[src/sv/wsp_pkg.sv]
// Shared types and constants for the waveform step plotter.
`default_nettype none

package wsp_pkg;

    localparam int MAX_SAMPLES_DEF = 65536;
    localparam int COORD_BITS_DEF  = 12;

    localparam int SAMPLE_W = 16;
    localparam int COUNT_W  = 17;
    localparam int SIZE_W   = 13;
    localparam int COLOR_W  = 24;
    localparam int CFG_IDX_W = 2;

    // Full scale of a sample is 2^15.
    localparam int FULL_SCALE_SHIFT = 15;

    localparam logic [COUNT_W-1:0] SAMPLE_COUNT_RST = COUNT_W'(1024);
    localparam logic [SIZE_W-1:0]  PLOT_WIDTH_RST   = SIZE_W'(640);
    localparam logic [SIZE_W-1:0]  PLOT_HEIGHT_RST  = SIZE_W'(480);
    localparam logic [COLOR_W-1:0] LINE_COLOR_RST   = COLOR_W'(24'h00FF00);

    typedef enum logic [1:0] {
        KIND_POINT = 2'd0,
        KIND_HRUN  = 2'd1,
        KIND_VRUN  = 2'd2
    } kind_t;

    typedef enum logic [CFG_IDX_W-1:0] {
        CFG_SAMPLE_COUNT = 2'd0,
        CFG_PLOT_WIDTH   = 2'd1,
        CFG_PLOT_HEIGHT  = 2'd2,
        CFG_LINE_COLOR   = 2'd3
    } cfg_idx_t;

endpackage

`default_nettype wire

[src/sv/wsp_div.sv]
// Serial restoring divider, one quotient bit per cycle.
`default_nettype none

module wsp_div #(
    parameter int DIVISOR_W = 17,
    parameter int QUOT_W    = 12
) (
    input  wire logic                 clk,
    input  wire logic                 rst_n,
    input  wire logic                 start,
    input  wire logic [DIVISOR_W-1:0] dividend_hi,
    input  wire logic [QUOT_W-1:0]    dividend_lo,
    input  wire logic [DIVISOR_W-1:0] divisor,
    output logic                      done,
    output logic [QUOT_W-1:0]         quotient
);

    localparam int CNT_W = $clog2(QUOT_W + 1);

    logic [DIVISOR_W-1:0] rem_reg, rem_next;
    logic [QUOT_W-1:0]    low_reg, low_next;
    logic [CNT_W-1:0]     cnt_reg, cnt_next;
    logic                 busy_reg, busy_next;
    logic                 done_reg, done_next;

    logic [DIVISOR_W:0] trial;
    logic [DIVISOR_W:0] diff;
    logic               ge;

    // The upper part of the dividend is below the divisor, so the
    // remainder always fits the divisor width.
    assign trial = {rem_reg, low_reg[QUOT_W-1]};
    assign ge    = trial >= {1'b0, divisor};
    assign diff  = trial - {1'b0, divisor};

    always_comb
    begin
        rem_next  = rem_reg;
        low_next  = low_reg;
        cnt_next  = cnt_reg;
        busy_next = busy_reg;
        done_next = 1'b0;
        if (start)
        begin
            rem_next  = dividend_hi;
            low_next  = dividend_lo;
            cnt_next  = CNT_W'(QUOT_W);
            busy_next = 1'b1;
        end
        else if (busy_reg)
        begin
            rem_next = ge ? diff[DIVISOR_W-1:0] : trial[DIVISOR_W-1:0];
            low_next = {low_reg[QUOT_W-2:0], ge};
            cnt_next = cnt_reg - CNT_W'(1);
            if (cnt_reg == CNT_W'(1))
            begin
                busy_next = 1'b0;
                done_next = 1'b1;
            end
        end
    end

    always_ff @(posedge clk or negedge rst_n)
    begin
        if (!rst_n)
        begin
            busy_reg <= 1'b0;
            done_reg <= 1'b0;
            cnt_reg  <= '0;
        end
        else
        begin
            busy_reg <= busy_next;
            done_reg <= done_next;
            cnt_reg  <= cnt_next;
        end
    end

    always_ff @(posedge clk)
    begin
        rem_reg <= rem_next;
        low_reg <= low_next;
    end

    assign done     = done_reg;
    assign quotient = low_reg;

endmodule

`default_nettype wire

[src/sv/waveform_step_plotter.sv]
// Top level of the waveform step plotter: sequencer, row mapping and output register.
//
//   Channel   Handshake                  Payload
//   cfg       cfg_wr_en                  cfg_index, cfg_data
//   in        in_valid / in_ready        sample, first
//   out       out_valid / out_ready      kind, x_start, x_end, y_start, y_end, color, last
//
// Each sample passes through the multiply, row, divide and decide states before its
// first result; the serial divider produces one column bit per cycle.
// A sample gives up to three results, one from each emit state.
// in_ready is high only while the sequencer is idle. A stalled out_ready holds the
// sequencer in its emit state. Reset clears the sequencer, the trace state and the
// configuration registers to their power-up values; no clearing pass is needed.
`default_nettype none

module waveform_step_plotter #(
    parameter int MAX_SAMPLES = wsp_pkg::MAX_SAMPLES_DEF,
    parameter int COORD_BITS  = wsp_pkg::COORD_BITS_DEF
) (
    input  wire logic                          clk,
    input  wire logic                          rst_n,
    input  wire logic                          cfg_wr_en,
    input  wire logic [wsp_pkg::CFG_IDX_W-1:0] cfg_index,
    input  wire logic [wsp_pkg::COLOR_W-1:0]   cfg_data,
    input  wire logic                          in_valid,
    output logic                               in_ready,
    input  wire logic signed [wsp_pkg::SAMPLE_W-1:0] sample,
    input  wire logic                          first,
    output logic                               out_valid,
    input  wire logic                          out_ready,
    output wsp_pkg::kind_t                     kind,
    output logic [COORD_BITS-1:0]              x_start,
    output logic [COORD_BITS-1:0]              x_end,
    output logic [COORD_BITS-1:0]              y_start,
    output logic [COORD_BITS-1:0]              y_end,
    output logic [wsp_pkg::COLOR_W-1:0]        color,
    output logic                               last
);

    import wsp_pkg::*;

    localparam int IDX_W = $clog2(MAX_SAMPLES + 1);
    localparam int CMP_W = (IDX_W > COUNT_W) ? IDX_W : COUNT_W;
    localparam int SZ_W  = (COORD_BITS > SIZE_W) ? COORD_BITS : SIZE_W;
    localparam int PX_W  = IDX_W + COORD_BITS;
    localparam int PY_W  = COORD_BITS + 1 + SAMPLE_W;
    localparam logic [SZ_W-1:0] COORD_MAX = SZ_W'((1 << COORD_BITS) - 1);

    typedef enum logic [2:0] {
        ST_IDLE,
        ST_MUL,
        ST_ROW,
        ST_DIV,
        ST_DECIDE,
        ST_HRUN,
        ST_VRUN,
        ST_POINT
    } state_t;

    // Configuration registers.
    logic [COUNT_W-1:0] sample_count_reg;
    logic [SIZE_W-1:0]  plot_width_reg;
    logic [SIZE_W-1:0]  plot_height_reg;
    logic [COLOR_W-1:0] line_color_reg;

    always_ff @(posedge clk or negedge rst_n)
    begin
        if (!rst_n)
        begin
            sample_count_reg <= SAMPLE_COUNT_RST;
            plot_width_reg   <= PLOT_WIDTH_RST;
            plot_height_reg  <= PLOT_HEIGHT_RST;
            line_color_reg   <= LINE_COLOR_RST;
        end
        else if (cfg_wr_en)
        begin
            unique case (cfg_idx_t'(cfg_index))
                CFG_SAMPLE_COUNT: sample_count_reg <= cfg_data[COUNT_W-1:0];
                CFG_PLOT_WIDTH:   plot_width_reg   <= cfg_data[SIZE_W-1:0];
                CFG_PLOT_HEIGHT:  plot_height_reg  <= cfg_data[SIZE_W-1:0];
                CFG_LINE_COLOR:   line_color_reg   <= cfg_data;
                default:          ;
            endcase
        end
    end

    function automatic logic [COORD_BITS-1:0] size_less_one(input logic [SIZE_W-1:0] r);
        logic [SZ_W-1:0] v;
        v = SZ_W'(r) - SZ_W'(1);
        if (r == '0)
            return '0;
        else if (v > COORD_MAX)
            return COORD_MAX[COORD_BITS-1:0];
        else
            return v[COORD_BITS-1:0];
    endfunction

    logic [COORD_BITS-1:0] w1;
    logic [COORD_BITS-1:0] h1;
    logic [CMP_W-1:0]      count_ext;
    logic [IDX_W-1:0]      count;

    assign w1        = size_less_one(plot_width_reg);
    assign h1        = size_less_one(plot_height_reg);
    assign count_ext = CMP_W'(sample_count_reg);
    assign count     = (count_ext > CMP_W'(MAX_SAMPLES)) ? IDX_W'(MAX_SAMPLES)
                                                         : count_ext[IDX_W-1:0];

    // Sequencer and trace state.
    state_t state_reg, state_next;
    logic [IDX_W-1:0]      sample_index_reg, sample_index_next;
    logic                  have_start_reg, have_start_next;
    logic [COORD_BITS-1:0] start_x_reg, start_x_next;
    logic [COORD_BITS-1:0] start_y_reg, start_y_next;
    logic [IDX_W-1:0]      i_reg, i_next;
    logic signed [SAMPLE_W-1:0] s_reg, s_next;
    logic [PX_W-1:0]       prod_x_reg, prod_x_next;
    logic signed [PY_W-1:0] prod_y_reg, prod_y_next;
    logic [COORD_BITS-1:0] y_reg, y_next;
    logic [COORD_BITS-1:0] x_reg, x_next;
    logic                  plot_pt_reg, plot_pt_next;

    // Output register.
    logic                  out_valid_reg, out_valid_next;
    kind_t                 kind_reg, kind_next;
    logic [COORD_BITS-1:0] xs_reg, xs_next;
    logic [COORD_BITS-1:0] xe_reg, xe_next;
    logic [COORD_BITS-1:0] ys_reg, ys_next;
    logic [COORD_BITS-1:0] ye_reg, ye_next;
    logic [COLOR_W-1:0]    color_reg, color_next;
    logic                  last_reg, last_next;

    logic                  div_start;
    logic                  div_done;
    logic [COORD_BITS-1:0] div_quot;

    wsp_div #(
        .DIVISOR_W (IDX_W),
        .QUOT_W    (COORD_BITS)
    ) u_div (
        .clk         (clk),
        .rst_n       (rst_n),
        .start       (div_start),
        .dividend_hi (prod_x_reg[PX_W-1:COORD_BITS]),
        .dividend_lo (prod_x_reg[COORD_BITS-1:0]),
        .divisor     (count),
        .done        (div_done),
        .quotient    (div_quot)
    );

    logic [IDX_W-1:0]       idx_now;
    logic signed [PY_W-1:0] biased;
    logic signed [PY_W-1:0] scaled;
    logic signed [PY_W-1:0] row_diff;
    logic                   slot_free;

    assign idx_now = first ? '0 : sample_index_reg;

    // Truncating division by full scale: bias negative products before the shift.
    assign biased   = prod_y_reg + (prod_y_reg[PY_W-1]
                      ? PY_W'((1 << FULL_SCALE_SHIFT) - 1) : PY_W'(0));
    assign scaled   = biased >>> FULL_SCALE_SHIFT;
    assign row_diff = $signed(PY_W'(h1)) - scaled;

    assign slot_free = !out_valid_reg || out_ready;
    assign in_ready  = (state_reg == ST_IDLE);
    assign div_start = (state_reg == ST_ROW);

    always_comb
    begin
        state_next        = state_reg;
        sample_index_next = sample_index_reg;
        have_start_next   = have_start_reg;
        start_x_next      = start_x_reg;
        start_y_next      = start_y_reg;
        i_next            = i_reg;
        s_next            = s_reg;
        prod_x_next       = prod_x_reg;
        prod_y_next       = prod_y_reg;
        y_next            = y_reg;
        x_next            = x_reg;
        plot_pt_next      = plot_pt_reg;
        out_valid_next    = out_valid_reg && !out_ready;
        kind_next         = kind_reg;
        xs_next           = xs_reg;
        xe_next           = xe_reg;
        ys_next           = ys_reg;
        ye_next           = ye_reg;
        color_next        = color_reg;
        last_next         = last_reg;

        unique case (state_reg)
            ST_IDLE:
            begin
                if (in_valid)
                begin
                    if (first)
                        have_start_next = 1'b0;
                    i_next = idx_now;
                    s_next = sample;
                    if (IDX_W'(MAX_SAMPLES) > idx_now)
                        sample_index_next = idx_now + IDX_W'(1);
                    else
                        sample_index_next = idx_now;
                    if (idx_now < count)
                        state_next = ST_MUL;
                end
            end
            ST_MUL:
            begin
                prod_x_next = PX_W'(i_reg) * PX_W'(w1);
                prod_y_next = $signed(PY_W'(h1)) * PY_W'(s_reg);
                state_next  = ST_ROW;
            end
            ST_ROW:
            begin
                y_next       = row_diff[COORD_BITS:1];
                plot_pt_next = ({1'b0, i_reg} + (IDX_W + 1)'(1)) < {1'b0, count};
                state_next   = ST_DIV;
            end
            ST_DIV:
            begin
                if (div_done)
                begin
                    x_next     = div_quot;
                    state_next = ST_DECIDE;
                end
            end
            ST_DECIDE:
            begin
                if (!have_start_reg)
                begin
                    have_start_next = 1'b1;
                    start_x_next    = x_reg;
                    start_y_next    = y_reg;
                    state_next      = plot_pt_reg ? ST_POINT : ST_IDLE;
                end
                else if (y_reg == start_y_reg)
                begin
                    // A flat pair plots nothing more; the next sample opens a new pair.
                    have_start_next = 1'b0;
                    state_next      = ST_IDLE;
                end
                else
                begin
                    state_next = ST_HRUN;
                end
            end
            ST_HRUN:
            begin
                if (slot_free)
                begin
                    out_valid_next = 1'b1;
                    kind_next      = KIND_HRUN;
                    xs_next        = start_x_reg;
                    xe_next        = x_reg;
                    ys_next        = start_y_reg;
                    ye_next        = start_y_reg;
                    color_next     = line_color_reg;
                    last_next      = 1'b0;
                    state_next     = ST_VRUN;
                end
            end
            ST_VRUN:
            begin
                if (slot_free)
                begin
                    out_valid_next = 1'b1;
                    kind_next      = KIND_VRUN;
                    xs_next        = x_reg;
                    xe_next        = x_reg;
                    ys_next        = start_y_reg;
                    ye_next        = y_reg;
                    color_next     = line_color_reg;
                    last_next      = !plot_pt_reg;
                    start_x_next   = x_reg;
                    start_y_next   = y_reg;
                    state_next     = plot_pt_reg ? ST_POINT : ST_IDLE;
                end
            end
            ST_POINT:
            begin
                if (slot_free)
                begin
                    out_valid_next = 1'b1;
                    kind_next      = KIND_POINT;
                    xs_next        = x_reg;
                    xe_next        = x_reg;
                    ys_next        = y_reg;
                    ye_next        = y_reg;
                    color_next     = line_color_reg;
                    last_next      = 1'b1;
                    state_next     = ST_IDLE;
                end
            end
            default:
            begin
                state_next = ST_IDLE;
            end
        endcase
    end

    always_ff @(posedge clk or negedge rst_n)
    begin
        if (!rst_n)
        begin
            state_reg        <= ST_IDLE;
            sample_index_reg <= '0;
            have_start_reg   <= 1'b0;
            start_x_reg      <= '0;
            start_y_reg      <= '0;
            out_valid_reg    <= 1'b0;
        end
        else
        begin
            state_reg        <= state_next;
            sample_index_reg <= sample_index_next;
            have_start_reg   <= have_start_next;
            start_x_reg      <= start_x_next;
            start_y_reg      <= start_y_next;
            out_valid_reg    <= out_valid_next;
        end
    end

    always_ff @(posedge clk)
    begin
        i_reg       <= i_next;
        s_reg       <= s_next;
        prod_x_reg  <= prod_x_next;
        prod_y_reg  <= prod_y_next;
        y_reg       <= y_next;
        x_reg       <= x_next;
        plot_pt_reg <= plot_pt_next;
        kind_reg    <= kind_next;
        xs_reg      <= xs_next;
        xe_reg      <= xe_next;
        ys_reg      <= ys_next;
        ye_reg      <= ye_next;
        color_reg   <= color_next;
        last_reg    <= last_next;
    end

    assign out_valid = out_valid_reg;
    assign kind      = kind_reg;
    assign x_start   = xs_reg;
    assign x_end     = xe_reg;
    assign y_start   = ys_reg;
    assign y_end     = ye_reg;
    assign color     = color_reg;
    assign last      = last_reg;

endmodule

`default_nettype wire
[config.mk]
export PLATFORM = sky130hd
export DESIGN_NAME = waveform_step_plotter
export DESIGN_NICKNAME = d
export VERILOG_FILES = /design/src/sv/wsp_pkg.sv /design/src/sv/wsp_div.sv /design/src/sv/waveform_step_plotter.sv
export SDC_FILE = /design/constraint.sdc
export NUM_CORES = 2
export LEC_CHECK = 0
export BUFFER_PORTS_ARGS = -buffer_cell sky130_fd_sc_hd__buf_2
export CAP_MARGIN = 10
export CORE_ASPECT_RATIO = 0.8
export CORE_MARGIN = 1.5
export CORE_UTILIZATION = 62
export CTS_BUF_LIST = sky130_fd_sc_hd__clkbuf_16
export DETAILED_ROUTE_END_ITERATION = 8
export PLACE_DENSITY = 0.82
export SETUP_SLACK_MARGIN = 0.1
export SLEW_MARGIN = 10
export SYNTH_ARGS = -nofsm -noshare
export SYNTH_HDL_FRONTEND = slang
export SYNTH_SLANG_ARGS = --single-unit
[constraint.sdc]
create_clock -name clk -period 17.3 [get_ports clk]
set_clock_uncertainty 0.05 [all_clocks]
set_input_delay 1.73 -clock clk [delete_from_list [all_inputs] [get_ports clk]]
set_output_delay 1.73 -clock clk [all_outputs]
set_load 0.02 [all_outputs]
# Yosys cells after proc, flatten, opt, wreduce, memory -nomap -nowiden
# Index checks and enable logic that the tools add are counted.
op_classes:
  multipliers: 2
  reduce_logical: 31
  eq_ne: 22
  order_cmp: 7
  muxes: 57
  n_addsub: 8
ops:
  columns: ["op", "n"]
  rows:
  - ["$mux W12", 12]
  - ["$pmux W12 S2", 5]
  - ["$mux W17", 6]
  - ["$mul A13 B16 Y29", 1]
  - ["$mul A17 B12 Y29", 1]
  - ["$add A28 B16 Y28", 1]
  - ["$mux W3", 9]
  - ["$gt A13 B12 Y1 const B", 2]
  - ["$logic_not A13 Y1", 2]
  - ["$sub A13 B1 Y13 const B", 2]
  - ["$pmux W3 S8", 1]
  - ["$add A17 B1 Y18 const B", 1]
  - ["$ge A18 B17 Y1", 1]
  - ["$lt A18 B17 Y1", 1]
  - ["$add A17 B1 Y17 const B", 1]
  - ["$gt A17 B17 Y1 const A", 1]
  - ["$gt A17 B17 Y1 const B", 1]
  - ["$lt A17 B17 Y1", 1]
  - ["$sub A17 B17 Y17", 1]
  - ["$mux W1", 15]
  - ["$mux W15", 1]
  - ["$reduce_and A2 Y1", 7]
  - ["$sub A13 B13 Y13", 1]
  - ["$eq A12 B12 Y1", 1]
  - ["26 further kinds", 52]
word_totals:
  ff_bits: 339
  input_bits: 48

# Longest topological paths before layout
depth:
  word_depth: 6
  ltp_mapped: 32

# Modules after synthesis
# A second synthesis with hierarchy kept.
unflattened:
  hier_cells: 2895
  hier_area_um2: 30284.0
by_module_without_submodules:
  columns: ["module", "cells_each", "seq_area_each_um2", "n_inst", "area_each_um2"]
  rows:
  - ["waveform_step_plotter", 2623, 8582.0, 1, 27642.8]
  - ["wsp_div", 272, 1021.0, 1, 2641.3]

# Worst setup path after synthesis
# OpenSTA, ideal clock, no wires.
synth_timing:
  path_type: "flip-flop to flip-flop"
  from: "reg plot_height_reg[4]"
  to: "reg prod_y_reg[28] (data pin)"
  setup_time_ps: 260
  period_less_slack_ps: 8304
  arrival_ps: 7994
  slack_ps: 8996
  path_stages_with_launch: 31
  n_path_buf: 2
  path_cell_list: "dfrtp_1 -> or4_4 -> or4_4 -> or4_4 -> nor2_4 -> xnor2_1 -> nor3_2 -> nor3_4 -> a21oi_4 -> buf_6 -> and2_1 -> fa_1 -> inv_1 -> fa_1 -> inv_1 -> fa_1 -> fa_1 -> inv_1 -> fa_1 -> inv_1 -> ha_1 -> clkbuf_1 -> and4_1 -> nor4bb_1 -> o211ai_1 -> o211ai_1 -> a41oi_1 -> a21oi_1 -> a211o_1 -> a21oi_1 -> xnor2_1"
synth_via:
  elab_chain_len: 5
  elab_cells_between_ends: 6
synth_rtl:
  columns: ["item", "line_no", "source"]
  rows:
  - ["start: declaration", "waveform_step_plotter.sv:63", "logic [SIZE_W-1:0] plot_height_reg;"]
  - ["start signal: assignment", "waveform_step_plotter.sv:80", "CFG_PLOT_HEIGHT: plot_height_reg <= cfg_data[SIZE_W-1:0];"]
  - ["$sub A13 B1 Y13", "waveform_step_plotter.sv:89", "v = SZ_W'(r) - SZ_W'(1);"]
  - ["$gt A13 B12 Y1", "waveform_step_plotter.sv:92", "else if (v > COORD_MAX)"]
  - ["$mux W12", "waveform_step_plotter.sv:92", null]
  - ["$mux W12 *", "waveform_step_plotter.sv:90", "if (r == '0)"]
  - ["$mul A13 B16 Y29 *", "waveform_step_plotter.sv:212", "prod_y_next = $signed(PY_W'(h1)) * PY_W'(s_reg);"]
  - ["end signal: assignment", "waveform_step_plotter.sv:330", "prod_y_reg <= prod_y_next;"]
  - ["end: declaration", "waveform_step_plotter.sv:118", "logic signed [PY_W-1:0] prod_y_reg, prod_y_next;"]
# Mark *: on every way between the ends. The rest lies on a longest branch, timed or not.
# A chain may end at the register's enable or synchronous reset.

# Worst setup path after layout
# Same ends and word-level chain as after synthesis.

==> results.yml <==
drt:
  avgViaCountPerCell: 5.795
  post_drt_wl_per_cell_um: 19.43
  postRouteAntennaNets: 0
  drt-total-wl_um: 70570
  drt-pass1-iter-count: 7
  drt_iter0_drc: 1619
  vias: 21050
  drc_errors: 0
logic_synthesis:
  ys_ff_latch: 339
  yosysWarnings: 0
  synthSimpleGateAreaFrac: 0.1412
  muxShareOfSynthArea: 0.05351
  syn_area_per_cell_um2: 10.42
  synth.distinct_cells: 71
  async_reset_ff_frac: 0.3510
  yosys.area.top_type: "edfxtp_1"
  synth_top_cell_area_share: 0.2192
  netlist_top_cells_count: "475 x inv_1, 353 x nand2_1, 330 x fa_1"
  synth_top_family_by_area: "adder cells"
  synth_adder_area_share: 0.3085
  synth_fp_nets: 3486
  synth_xor_area_frac: 0.04214
  synth.most_common_cell: "inv_1"
  synthFlopType: "edfxtp_1"
  syn_inst: 2893
  synth_seq_area_share: 0.3186
  netlist_area_um2: 30140
  synth-compound-area-share: 0.06331
  synth.area.top_cells: "edfxtp_1 22%, fa_1 22%, ha_1 8.9%, dfrtp_1 8.6%, inv_1 5.9%"
  synth_edf_count: 220
floorplanning:
  row_count: 72
  die_area_um2: 49950
  initial_core_util: 0.6253
  io-pin-count: 125
  die_w_um: 249.5
  core_area_um2: 48200
  die_h_um: 200.2
hold_path:
  hp-class: "reg2reg"
worst_setup_path:
  path_class: "reg2reg"
  reg2reg_from: "plot_height_reg[4]$_DFFE_PN0P_"
  crit_arrival_ps: 9280
  cp.depth: 24
  r2r_setup_slack_ps: 8250
  rr_worst_depth: 24
  critical_path_required_ps: 17530
  cp_top_family: "simple AND/OR/NAND/NOR gates"
  crit_start: "plot_height_reg[4]$_DFFE_PN0P_"
  max_stage_delay_ps: 890
  cp-end-kind: "flip-flop"
  slowest_stage: "nor2b_2"
  crit_top_cell: "fa_1"
  cp_cell_sequence: "or4_4 -> nor4b_2 -> nor2b_2 -> nor3_4 -> a31oi_4 -> nand2_2 -> fa_1 -> inv_1 -> fa_1 -> fa_1 -> fa_1 -> inv_1 -> fa_1 -> inv_1 -> ha_1 -> and4_1 -> nor4bb_1 -> o211ai_1 -> o211ai_1 -> a41oi_1 -> a21oi_1 -> a211o_1 -> a21oi_1 -> xnor2_1"
  crit_fanout: 17
  path_buf_inv: 3
  crit_end: "prod_y_reg[28]$_DFFE_PP_"
  crit_path_start_kind: "flip-flop"
  r2r_end: "prod_y_reg[28]$_DFFE_PP_"
clock_tree:
  cts_hold_buffers: 0
  post_cts_resized: 0
  cts.sinks: 339
  htreeDepth: 2
  clk-insertion-delay-late_ps: 530
  cts_setup_buffers: 0
  path_clk_slew_ps: 70
  cts_tree: "built"
  cts_buffers: 34
  cts_root_buffer: "clkbuf_16"
  cts.path.max_buffers: 3
finish:
  nFillCells: 3510
  area_growth_pct: 7.676
  diodes: 0
  drive_above_1_share: 0.1285
  layout.nets: 3570
sta:
  hold_viol_final: 0
  tightest_slew_ps: 1223
  rsz0062_at_grt: "no"
  period_minus_slack_ps: 9052
  fin_tns_setup_ps: 0
  final_max_slew_viol_count: 0
  final-setup-viol-count: 0
  fin_crit_sh: 0.5232
  max_freq_mhz: 110.5
  slew_headroom: 0.1825
global_routing:
  antenna_found_initial: 2
  gr-usage-all-layers: 0.2899
  grt_first_pass_wirelength_um: 114800
  globalRouteOverflowTotal: 0
  grt_max_degree: 62
  grt_pass1_vias: 22020
run:
  cap_violations: 0
status:
  outcome: "finished clean"
place:
  portBuffers: 124
  dpl.hpwl_um: 53470
  gp_congestion: 0.9320
## worst reg2reg max path, stage by stage, from the launching register on
cell and delay [ps]:
dfrtp_1 420, or4_4 580, nor4b_2 650, nor2b_2 890, nor3_4 280, a31oi_4 760
nand2_2 130, fa_1 550, inv_1 50, fa_1 460, fa_1 520, fa_1 560
inv_1 60, fa_1 530, inv_1 40, ha_1 400, and4_1 310, nor4bb_1 290
o211ai_1 200, o211ai_1 200, a41oi_1 170, a21oi_1 320, a211o_1 190, a21oi_1 70
xnor2_1 130
## placed cells by master (no fill, tap or decap), types with 26 or more instances in the layout
cell / instances
a21oi_1: 83
fa_1: 330
a21o_1: 28
edfxtp_1: 220
inv_1: 479
nor2_1: 94
ha_1: 215
nand3_1: 36
nor3_1: 29
xnor2_1: 90
buf_2: 123
dfrtp_1: 104
nand2_1: 353
nand2b_1: 26
o21ai_0: 52
clkbuf_16: 36
nor2b_1: 45
mux2_2: 129
and2_1: 174
xor2_1: 55
## worst min-delay path by stage
| stage | start | slack (ps) | cells after the start | end |
|---|---|---|---|---|
| after floorplan | line_color_reg[0]$_DFFE_PN0P_ | 370 | 0 | color[0]$_DFFE_PP_ |
| after global placement | line_color_reg[19]$_DFFE_PN0P_ | 370 | 0 | color[19]$_DFFE_PP_ |
| after detailed placement | line_color_reg[3]$_DFFE_PN0P_ | 380 | 0 | color[3]$_DFFE_PP_ |
| after CTS | line_color_reg[3]$_DFFE_PN0P_ | 400 | 0 | color[3]$_DFFE_PP_ |
| after global routing | line_color_reg[0]$_DFFE_PN0P_ | 410 | 0 | color[0]$_DFFE_PP_ |
| final | line_color_reg[3]$_DFFE_PN0P_ | 400 | 0 | color[3]$_DFFE_PP_ |
## per-layer routing
metal,track usage,share of wire
met1,0.4138,0.43
met2,0.4476,0.44
met3,0.06524,0.095
met4,0.08493,0.030
met5,0,0.00026
## layout make-up
cell class	instances	area (um2)	share of cell area
Clock buffer	36	900.9	0.02776
Sequential cell	339	9603	0.2959
Timing Repair Buffer	143	765.7	0.02360
Multi-Input combinational cell	1982	18410	0.5672
Tap cell	629	787.0	0.02425
Inverter	477	1790	0.05517
Clock inverter	26	197.7	0.006092
## cells by family after synthesis
kind of cell    count (synthesis)
simple gates                  861
compound gates                286
fa+ha+maj                     545
flops                         339
mux                           145
buf+inv                       572
xor+xnor                      145
## metrics by stage
step                hold WS [ps]  utilization  std cells  cell area [um2]  setup WS, ps
global route               405.3       0.6733       3632            32450          7864
detailed placement         381.6       0.6504       3570            31350          8332
CTS                        397.1       0.6732       3632            32450          8314
finish                     397.7       0.6733       3632            32450          8248
floorplan                  369.4            -       2893            30140          8996
global placement           373.3       0.6504       3570            31350          8582
Power is left out: the tool's default activity adds up to more than one toggle a clock period on the data nets, which glitch-free logic cannot reach.
